--- config.mk ---
export PLATFORM = sky130hd
export DESIGN_NAME = compacting_value_list
export DESIGN_NICKNAME = d
export VERILOG_FILES = /design/src/cvl_pkg.sv /design/src/compacting_value_list.sv /design/src/cvl_sequencer.sv /design/src/cvl_datapath.sv
export SDC_FILE = /design/constraint.sdc
export NUM_CORES = 2
export LEC_CHECK = 0
export BUFFER_PORTS_ARGS = -buffer_cell sky130_fd_sc_hd__buf_2
export CAP_MARGIN = 10
export CELL_PAD_IN_SITES_DETAIL_PLACEMENT = 1
export CELL_PAD_IN_SITES_GLOBAL_PLACEMENT = 1
export CORE_MARGIN = 3
export CORE_UTILIZATION = 30
export CTS_CLUSTER_DIAMETER = 100
export DETAILED_ROUTE_END_ITERATION = 7
export PLACE_DENSITY_LB_ADDON = 0.1
export SETUP_SLACK_MARGIN = 0.15
export SYNTH_ARGS = -nofsm -noshare
export SYNTH_HDL_FRONTEND = slang
export SYNTH_MEMORY_MAX_BITS = 65536
export SYNTH_SLANG_ARGS = --single-unit
--- constraint.sdc ---
create_clock -name clk -period 13.7 [get_ports clk]
set_input_delay 0.685 -clock clk [delete_from_list [all_inputs] [get_ports clk]]
set_output_delay 0.685 -clock clk [all_outputs]
set_load 0.02 [all_outputs]
--- src/cvl_pkg.sv ---
// ----------------------------------------------------------------------------
// cvl_pkg: shared types and microcode for the compacting value list
// Holds the transfer payloads, the status codes, the control word layout and
// the microprogram that drives the list datapath.
// ----------------------------------------------------------------------------
package cvl_pkg;

  // Command codes
  localparam logic CMD_APPEND = 1'b0;
  localparam logic CMD_DELETE = 1'b1;

  // Status codes
  localparam logic [1:0] ST_DONE      = 2'd0;
  localparam logic [1:0] ST_FULL      = 2'd1;
  localparam logic [1:0] ST_EMPTY     = 2'd2;
  localparam logic [1:0] ST_NOT_FOUND = 2'd3;

  typedef struct packed {
    logic               command;
    logic signed [31:0] value;
  } in_item_t;

  typedef struct packed {
    logic [1:0] status;
    logic [7:0] count;
  } out_item_t;

  // Control word fields
  typedef enum logic [1:0] {
    IDX_HOLD,
    IDX_ZERO,
    IDX_INC
  } idx_op_t;

  typedef enum logic [1:0] {
    WR_NONE,
    WR_APPEND,
    WR_SHIFT
  } wr_op_t;

  typedef enum logic [1:0] {
    CNT_HOLD,
    CNT_INC,
    CNT_DEC
  } cnt_op_t;

  typedef enum logic [2:0] {
    COND_NEXT,
    COND_ALWAYS,
    COND_NO_INPUT,
    COND_DELETE,
    COND_FULL,
    COND_EMPTY,
    COND_END,
    COND_MISMATCH
  } cond_t;

  localparam int STEP_W = 4;
  typedef logic [STEP_W-1:0] step_t;

  // Step addresses of the microprogram
  localparam step_t STEP_FETCH     = 4'd0;
  localparam step_t STEP_DISPATCH  = 4'd1;
  localparam step_t STEP_APP_CHK   = 4'd2;
  localparam step_t STEP_APP_WR    = 4'd3;
  localparam step_t STEP_DEL_CHK   = 4'd4;
  localparam step_t STEP_SRCH_RD   = 4'd5;
  localparam step_t STEP_SRCH_CMP  = 4'd6;
  localparam step_t STEP_SHIFT_RD  = 4'd7;
  localparam step_t STEP_SHIFT_WR  = 4'd8;
  localparam step_t STEP_DEL_DONE  = 4'd9;
  localparam step_t STEP_RES_FULL  = 4'd10;
  localparam step_t STEP_RES_EMPTY = 4'd11;
  localparam step_t STEP_RES_MISS  = 4'd12;

  typedef struct packed {
    idx_op_t    idx_op;
    wr_op_t     wr_op;
    cnt_op_t    cnt_op;
    logic       emit;
    logic [1:0] status;
    cond_t      cond;
    step_t      target;
  } ucode_t;

  // Datapath flags seen by the sequencer
  typedef struct packed {
    logic in_fire;
    logic is_delete;
    logic full;
    logic empty;
    logic at_end;
    logic match;
    logic out_busy;
  } flags_t;

  localparam ucode_t UCODE_NOP = '{IDX_HOLD, WR_NONE, CNT_HOLD, 1'b0, ST_DONE,
                                   COND_NEXT, STEP_FETCH};

  // Microprogram ROM
  function automatic ucode_t ucode_rom(step_t step);
    ucode_t w;
    w = UCODE_NOP;
    case (step)
      STEP_FETCH:     w = '{IDX_ZERO, WR_NONE, CNT_HOLD, 1'b0, ST_DONE,
                            COND_NO_INPUT, STEP_FETCH};
      STEP_DISPATCH:  w = '{IDX_HOLD, WR_NONE, CNT_HOLD, 1'b0, ST_DONE,
                            COND_DELETE, STEP_DEL_CHK};
      STEP_APP_CHK:   w = '{IDX_HOLD, WR_NONE, CNT_HOLD, 1'b0, ST_DONE,
                            COND_FULL, STEP_RES_FULL};
      STEP_APP_WR:    w = '{IDX_HOLD, WR_APPEND, CNT_INC, 1'b1, ST_DONE,
                            COND_ALWAYS, STEP_FETCH};
      STEP_DEL_CHK:   w = '{IDX_HOLD, WR_NONE, CNT_HOLD, 1'b0, ST_DONE,
                            COND_EMPTY, STEP_RES_EMPTY};
      STEP_SRCH_RD:   w = '{IDX_HOLD, WR_NONE, CNT_HOLD, 1'b0, ST_DONE,
                            COND_END, STEP_RES_MISS};
      // index always advances: on a match it then points at the first entry to move
      STEP_SRCH_CMP:  w = '{IDX_INC, WR_NONE, CNT_HOLD, 1'b0, ST_DONE,
                            COND_MISMATCH, STEP_SRCH_RD};
      STEP_SHIFT_RD:  w = '{IDX_HOLD, WR_NONE, CNT_HOLD, 1'b0, ST_DONE,
                            COND_END, STEP_DEL_DONE};
      STEP_SHIFT_WR:  w = '{IDX_INC, WR_SHIFT, CNT_HOLD, 1'b0, ST_DONE,
                            COND_ALWAYS, STEP_SHIFT_RD};
      STEP_DEL_DONE:  w = '{IDX_HOLD, WR_NONE, CNT_DEC, 1'b1, ST_DONE,
                            COND_ALWAYS, STEP_FETCH};
      STEP_RES_FULL:  w = '{IDX_HOLD, WR_NONE, CNT_HOLD, 1'b1, ST_FULL,
                            COND_ALWAYS, STEP_FETCH};
      STEP_RES_EMPTY: w = '{IDX_HOLD, WR_NONE, CNT_HOLD, 1'b1, ST_EMPTY,
                            COND_ALWAYS, STEP_FETCH};
      STEP_RES_MISS:  w = '{IDX_HOLD, WR_NONE, CNT_HOLD, 1'b1, ST_NOT_FOUND,
                            COND_ALWAYS, STEP_FETCH};
      default:        w = '{IDX_HOLD, WR_NONE, CNT_HOLD, 1'b0, ST_DONE,
                            COND_ALWAYS, STEP_FETCH};
    endcase
    return w;
  endfunction

endpackage

--- src/compacting_value_list.sv ---
// Append passes the fetch, dispatch, check and write steps; a delete runs a search
// loop over the entries up to the match, then a shift loop over the entries that
// follow it, each loop taking one entry per pass of its read and compare or write step.
// One item in flight; the next input can be taken from the cycle after a result is loaded.
// Reset clears the sequencer, the entry count and the result valid; the store is
// not cleared, since only entries below the count are ever used.
// ----------------------------------------------------------------------------
// compacting_value_list: ordered list with append and delete-by-value
// A microcoded sequencer drives a datapath holding the list store, the entry
// count and a registered result.
// ----------------------------------------------------------------------------
module compacting_value_list
  import cvl_pkg::*;
#(
  parameter int CAPACITY = 128
)
(
  input  logic      clk,
  input  logic      rst_n,
  input  logic      in_valid,
  output logic      in_stall,
  input  in_item_t  in_data,
  output logic      out_valid,
  input  logic      out_stall,
  output out_item_t out_data
);

  ucode_t ctrl;
  flags_t flags;
  logic   idle;
  logic   in_fire;

  // Take a new item only at the fetch step
  assign in_stall = !idle;
  assign in_fire  = in_valid && idle;

  cvl_sequencer u_seq (
    .clk   (clk),
    .rst_n (rst_n),
    .flags (flags),
    .ctrl  (ctrl),
    .idle  (idle)
  );

  cvl_datapath #(
    .CAPACITY (CAPACITY)
  ) u_dp (
    .clk       (clk),
    .rst_n     (rst_n),
    .ctrl      (ctrl),
    .in_fire   (in_fire),
    .in_data   (in_data),
    .out_stall (out_stall),
    .flags     (flags),
    .out_valid (out_valid),
    .out_data  (out_data)
  );

endmodule

--- src/cvl_sequencer.sv ---
// ----------------------------------------------------------------------------
// cvl_sequencer: microprogram step counter
// Fetches one control word per step from the ROM, evaluates its jump
// condition against the datapath flags and stalls on a busy result register.
// ----------------------------------------------------------------------------
module cvl_sequencer
  import cvl_pkg::*;
(
  input  logic   clk,
  input  logic   rst_n,
  input  flags_t flags,
  output ucode_t ctrl,
  output logic   idle
);

  step_t  step_r;
  step_t  step_nxt;
  ucode_t word;
  logic   hold;
  logic   take;

  assign word = ucode_rom(step_r);
  assign idle = (step_r == STEP_FETCH);

  // Freeze a result step while the previous result is still waiting
  assign hold = word.emit && flags.out_busy;
  assign ctrl = hold ? UCODE_NOP : word;

  // Evaluate the jump condition
  always_comb begin
    case (word.cond)
      COND_NEXT:     take = 1'b0;
      COND_ALWAYS:   take = 1'b1;
      COND_NO_INPUT: take = !flags.in_fire;
      COND_DELETE:   take = flags.is_delete;
      COND_FULL:     take = flags.full;
      COND_EMPTY:    take = flags.empty;
      COND_END:      take = flags.at_end;
      COND_MISMATCH: take = !flags.match;
      default:       take = 1'b0;
    endcase
    if (hold) begin
      step_nxt = step_r;
    end else if (take) begin
      step_nxt = word.target;
    end else begin
      step_nxt = step_r + step_t'(1);
    end
  end

  always_ff @(posedge clk) begin
    if (!rst_n) begin
      step_r <= STEP_FETCH;
    end else begin
      step_r <= step_nxt;
    end
  end

  // An accepted item always finds the sequencer at the fetch step
  a_fire_at_fetch: assert property (@(posedge clk) disable iff (!rst_n)
    flags.in_fire |-> step_r == STEP_FETCH)
    else $error("input transfer outside the fetch step");

  // A stalled result step does not move
  a_hold_stays: assert property (@(posedge clk) disable iff (!rst_n)
    hold |=> $stable(step_r))
    else $error("sequencer moved while its result was blocked");

  // Leaving the fetch step means an item was taken
  a_leave_fetch: assert property (@(posedge clk) disable iff (!rst_n)
    step_r == STEP_FETCH && !flags.in_fire |=> step_r == STEP_FETCH)
    else $error("sequencer left fetch without an item");

endmodule

--- src/cvl_datapath.sv ---
// ----------------------------------------------------------------------------
// cvl_datapath: list store, count, index and result register
// Carries out the operations of one control word: index update, store write,
// count update and result load. Reads the store at the index every cycle.
// ----------------------------------------------------------------------------
module cvl_datapath
  import cvl_pkg::*;
#(
  parameter int CAPACITY = 128
)
(
  input  logic      clk,
  input  logic      rst_n,
  input  ucode_t    ctrl,
  input  logic      in_fire,
  input  in_item_t  in_data,
  input  logic      out_stall,
  output flags_t    flags,
  output logic      out_valid,
  output out_item_t out_data
);

  localparam int CW = $clog2(CAPACITY + 1);
  localparam int AW = (CAPACITY > 1) ? $clog2(CAPACITY) : 1;

  logic signed [31:0] mem [CAPACITY];

  logic               cmd_r;
  logic signed [31:0] value_r;
  logic [CW-1:0]      count_r;
  logic [CW-1:0]      count_nxt;
  logic [CW-1:0]      idx_r;
  logic [CW-1:0]      idx_nxt;
  logic [CW-1:0]      idx_dec;
  logic signed [31:0] rd_data_r;
  logic               out_valid_r;
  out_item_t          out_data_r;
  logic [CW+7:0]      count_ext;
  logic               wr_en;
  logic [AW-1:0]      wr_addr;
  logic signed [31:0] wr_data;

  // Latch the accepted item
  always_ff @(posedge clk) begin
    if (in_fire) begin
      cmd_r   <= in_data.command;
      value_r <= in_data.value;
    end
  end

  // Index and count updates
  always_comb begin
    case (ctrl.idx_op)
      IDX_ZERO: idx_nxt = '0;
      IDX_INC:  idx_nxt = idx_r + CW'(1);
      default:  idx_nxt = idx_r;
    endcase
    case (ctrl.cnt_op)
      CNT_INC: count_nxt = count_r + CW'(1);
      CNT_DEC: count_nxt = count_r - CW'(1);
      default: count_nxt = count_r;
    endcase
  end

  always_ff @(posedge clk) begin
    if (!rst_n) begin
      count_r <= '0;
      idx_r   <= '0;
    end else begin
      count_r <= count_nxt;
      idx_r   <= idx_nxt;
    end
  end

  // Store write: append at the end, or move an entry down one place
  assign idx_dec = idx_r - CW'(1);
  always_comb begin
    case (ctrl.wr_op)
      WR_APPEND: begin
        wr_en   = 1'b1;
        wr_addr = count_r[AW-1:0];
        wr_data = value_r;
      end
      WR_SHIFT: begin
        wr_en   = 1'b1;
        wr_addr = idx_dec[AW-1:0];
        wr_data = rd_data_r;
      end
      default: begin
        wr_en   = 1'b0;
        wr_addr = count_r[AW-1:0];
        wr_data = value_r;
      end
    endcase
  end

  always_ff @(posedge clk) begin
    if (wr_en) begin
      mem[wr_addr] <= wr_data;
    end
  end

  // Registered read at the current index
  always_ff @(posedge clk) begin
    rd_data_r <= mem[idx_r[AW-1:0]];
  end

  // Result register: load on a result step, drop after the transfer
  assign count_ext = {8'd0, count_nxt};
  always_ff @(posedge clk) begin
    if (!rst_n) begin
      out_valid_r <= 1'b0;
    end else if (ctrl.emit) begin
      out_valid_r <= 1'b1;
    end else if (!out_stall) begin
      out_valid_r <= 1'b0;
    end
  end

  always_ff @(posedge clk) begin
    if (ctrl.emit) begin
      out_data_r.status <= ctrl.status;
      out_data_r.count  <= count_ext[7:0];
    end
  end

  assign out_valid = out_valid_r;
  assign out_data  = out_data_r;

  // Flags for the sequencer
  assign flags.in_fire   = in_fire;
  assign flags.is_delete = (cmd_r == CMD_DELETE);
  assign flags.full      = (count_r == CW'(CAPACITY));
  assign flags.empty     = (count_r == '0);
  assign flags.at_end    = (idx_r == count_r);
  assign flags.match     = (rd_data_r == value_r);
  assign flags.out_busy  = out_valid_r && out_stall;

  a_count_bound: assert property (@(posedge clk) disable iff (!rst_n)
    count_r <= CW'(CAPACITY))
    else $error("entry count above capacity");

  a_append_room: assert property (@(posedge clk) disable iff (!rst_n)
    ctrl.wr_op == WR_APPEND |-> count_r < CW'(CAPACITY))
    else $error("append into a full store");

  a_shift_index: assert property (@(posedge clk) disable iff (!rst_n)
    ctrl.wr_op == WR_SHIFT |-> idx_r != '0 && idx_r < count_r)
    else $error("shift write outside the list");

endmodule

==> run_results.csv <==
group,metric,value,unit
status,status,"completed",
synthesis,synth-seq-cells,4207,
critical_path,critPathCaptureType,"flip-flop",
detailed_routing,dr_total_vias,73064,
layout,area_growth,16.12,%
layout,stdcell_count,14303,
critical_path,start_kind,"flip-flop",
synthesis,ys_dominant_reg_cell,"edfxtp_1",
die,die_h,737.5,um
worst_hold_path,hold_depth,2,
clock_tree,cts_tree,"built",
synthesis,yosysTopAreaCell,"edfxtp_1",
power,pwr-share-seq,44.7,%
layout,final.fill_count,50408,
global_routing,grt_pass1_wl,706600,um
power,clock_power_share,34.3,%
timing,fin_crit_sh,46.10,%
synthesis,yosys_warnings,0,
synthesis,synth_top_area_share,77.42,%
detailed_routing,antenna_left,0,
critical_path,rrSetupSlack,7.38,ns
placement,place_inst,13372,
timing,timing.fmax,158.3,MHz
synthesis,synthCells,6394,
timing,rsz0062_at_grt,"no",
timing,fin_hold_ws,0.1927,ns
power,power.internal,25.33,mW
clock_tree,cts_resized,0,
worst_hold_path,min_from,"rst_n",
synthesis,synth.area.top_cells,"edfxtp_1 (77%), mux4_2 (19%), dfxtp_1 (0.85%)",
detailed_routing,drt-wirelength-per-cell,36.65,um
critical_path,worst_ep_required_time,14.56,ns
placement,numPortBuffers,48,
worst_hold_path,min_path_type,"in2reg",
power,p_switching,10.17,mW
global_routing,grt.total_usage,19.08,%
global_routing,grt_pass1_vias,78246,
power,pwr-share-comb,21.0,%
detailed_routing,wl,524300,um
flow_run,maxCapViolations,0,
die,coreArea,0.5328,mm2
timing,tns,0,ns
global_routing,grt_max_degree,121,
layout,nets,6912,
critical_path,worst-path-max-fanout,120,
critical_path,critical_path_class,"reg2reg",
layout,seqCellArea,0.1257,mm2
placement,place_congestion,0.7439,
synthesis,syn_avg_cell_area,25.11,um2
synthesis,synth_cell_types,52,
clock_tree,clkTransAtPathRegs,0.06,ns
power,power,35.50,mW
clock_tree,cts_root_buf,"clkbuf_16",
detailed_routing,route.detailed.drc,0,
timing,worst_pin_slew,1.218,ns
detailed_routing,firstDrtPassIters,5,
layout,multi_input_area,0.03458,mm2
synthesis,synth_nets,6451,
timing,setup_viol,0,
synthesis,yosysSeqAreaShare,78.26,%
layout,layout-drive-gt1-share,34.47,%
critical_path,reg2reg_depth,8,
synthesis,synth-edff-count,4139,
layout,fin_area,0.1864,mm2
synthesis,postSynth.asyncResetShare,0,%
timing,maxSlewHeadroom,18.78,%
detailed_routing,drtIter0Drc,8597,
clock_tree,clk_latency,1.03,ns
placement,place_area,0.1713,mm2
die,rows,268,
clock_tree,cts_buffer_depth,4,
timing,period_minus_slack,6.316,ns
timing,skew,0.07214,ns
power,ir_drop,0.1258,mV
clock_tree,htree_levels,5,
critical_path,r2r_end,"u_dp.rd_data_r[25]$_DFF_P_",
worst_hold_path,hold_path_end,"u_dp.count_r[3]$_SDFF_PN0_",
timing,final-hold-violation-count,0,
die,start_util,30.13,%
global_routing,antenna_found_initial,67,
power,swShare,28.66,%
detailed_routing,viasPerCell,5.108,
placement,dp_hpwl,291800,um
clock_tree,numCtsBuffers,468,
timing,maxSlewViolCount,0,
clock_tree,postCtsSetupBuffers,0,
global_routing,grt_remaining_overflow,0,
synthesis,syn_area,0.1605,mm2
clock_tree,holdBufCountCts,33,
die,io_pins,49,
clock_tree,cts_sinks,4207,
critical_path,cp.arrival,7.17,ns
power,p_leak,54.74,nW
critical_path,r2r-start,"u_dp.idx_r[1]$_SDFFE_PN0P_",
die,dieArea,0.5440,mm2
die,die_w,737.5,um
power,powerDensity,190.4,mW/mm2
sequential cells by signal, indices dropped and copies added (netlist names):
| signal | cells |
|---|---|
| u_dp.rd_data_r | 32 |
| u_dp.count_r | 8 |
| u_dp.cmd_r | 1 |
| u_dp.out_valid | 1 |
| u_seq.step_r | 4 |
| u_dp.idx_r | 8 |
| u_dp.mem | 4096 |
| u_dp.out_data | 10 |
| u_dp.value_r | 32 |
| u_seq.word | 15 |
synth_stat cells, types with 2 or more instances:
master	count
nor4_1	10
nor2b_1	4
or3_1	2
inv_2	2
a21oi_1	20
nor2_1	169
o21ai_1	3
xor2_1	39
and2_1	14
nand3b_1	5
nand4_1	7
a21o_1	5
buf_2	82
o21ai_0	10
mux2i_1	5
xnor2_1	18
buf_1	22
buf_6	2
nand2b_1	2
buf_4	5
nor4bb_1	3
a31oi_1	6
and3_1	5
nand3_1	8
ha_1	19
mux4_2	1344
nand2_1	43
dfxtp_1	68
o21bai_1	3
clkbuf_1	222
edfxtp_1	4139
o32ai_1	3
nor3_1	7
mux2_2	64
inv_1	17
power by group through the flow:
stage | registers [mW] | clock network, mW | logic (mW)
finish | 15.9 | 12.2 | 7.44
CTS | 15.9 | 12.5 | 7.75
floorplan | 16.0 | 0 | 4.50
detailed placement | 16.1 | 0 | 7.74
global placement | 16.1 | 0 | 7.61
global route | 15.9 | 13.0 | 7.97
kinds of logic (layout without fill, tap and decap cells):
kind of cell	after synthesis	after routing	synth area share [%]
AO/OA/AOI/OAI	63	63	0.2502
XOR/XNOR	57	57	0.3110
adder cells (fa/ha/maj)	20	20	0.1605
buffers and inverters	352	1204	0.9079
flip-flops	4207	4207	78.26
multiplexers	1414	1414	19.34
other	0	37	0
AND/OR/NAND/NOR	281	281	0.7653
per-stage QoR:
step | setup slack, ns | utilization, %
2_1_floorplan | 9.342 | -
3_3_place_gp | 7.286 | 32.14
3_5_place_dp | 7.323 | 32.14
4_1_cts | 7.316 | 34.97
5_1_grt | 7.199 | 34.98
6_report | 7.384 | 34.99
cell type report:
cell class | count | share of cell area [%]
diodes | 37 | 0.04966
clock buffers | 607 | 6.776
clock inverters | 254 | 1.129
inverters | 19 | 0.03825
multi-input cells | 1835 | 18.55
flip-flops and latches | 4207 | 67.41
well taps | 7020 | 4.711
repair buffers | 324 | 1.338
per-layer routing:
metal | share of wire, % | GRT usage (%) | vias to the layer above
met3 | 4.4 | 2.028 | 584
met4 | 2.0 | 3.721 | 8
met1 | 43 | 26.48 | 41757
met2 | 50 | 32.68 | 1873
met5 | 0.010 | 0 | -
li1 | - | - | 28842
worst max-delay path, cell delays in order (launching register included):
cell	delay (ns)
dfxtp_4	0.95
buf_12	0.63
buf_4	0.75
buf_4	0.76
buf_12	0.51
mux4_2	0.42
mux4_2	0.54
mux4_2	0.69
mux2_2	0.36
how the worst max path moves through the flow:
stage,cells past startpoint,startpoint,to
after floorplan,11,out_stall,u_dp.mem[101][0]$_DFFE_PP_
after global placement,8,u_dp.idx_r[1]$_SDFFE_PN0P_,u_dp.rd_data_r[26]$_DFF_P_
after detailed placement,8,u_dp.idx_r[1]$_SDFFE_PN0P_,u_dp.rd_data_r[26]$_DFF_P_
after CTS,8,u_dp.idx_r[1]$_SDFFE_PN0P_,u_dp.rd_data_r[29]$_DFF_P_
after global routing,8,u_dp.idx_r[0]$_SDFFE_PN0P_,u_dp.rd_data_r[4]$_DFF_P_
final,8,u_dp.idx_r[1]$_SDFFE_PN0P_,u_dp.rd_data_r[25]$_DFF_P_
placed cells by master, fill, tap and decap left out, types with 5 or more instances in the layout:
cell and instances:
diode_2 37, mux2i_1 5, clkbuf_8 25, a31oi_1 6, clkbuf_1 107, dfxtp_1 61, inv_1 17, mux2_2 32
dfxtp_4 7, nand3_1 8, xnor2_1 18, a21o_1 5, nand3b_1 5, clkbuf_16 475, mux4_2 1344, clkinv_1 108
mux2_4 32, nor2_1 39, nand4_1 7, a21oi_1 20, ha_1 18, nor4_1 8, nor2_4 128, o21ai_0 10
buf_2 48, dlygate4sd3_1 33, bufinv_16 28, edfxtp_1 4139, clkinv_2 85, nand2_1 35, xor2_1 39, buf_4 235
nand2_2 8, nor3_1 7, and2_1 14, buf_12 8, clkinv_8 7, clkinvlp_4 15
No activity file was read; power rests on OpenSTA's default activity.
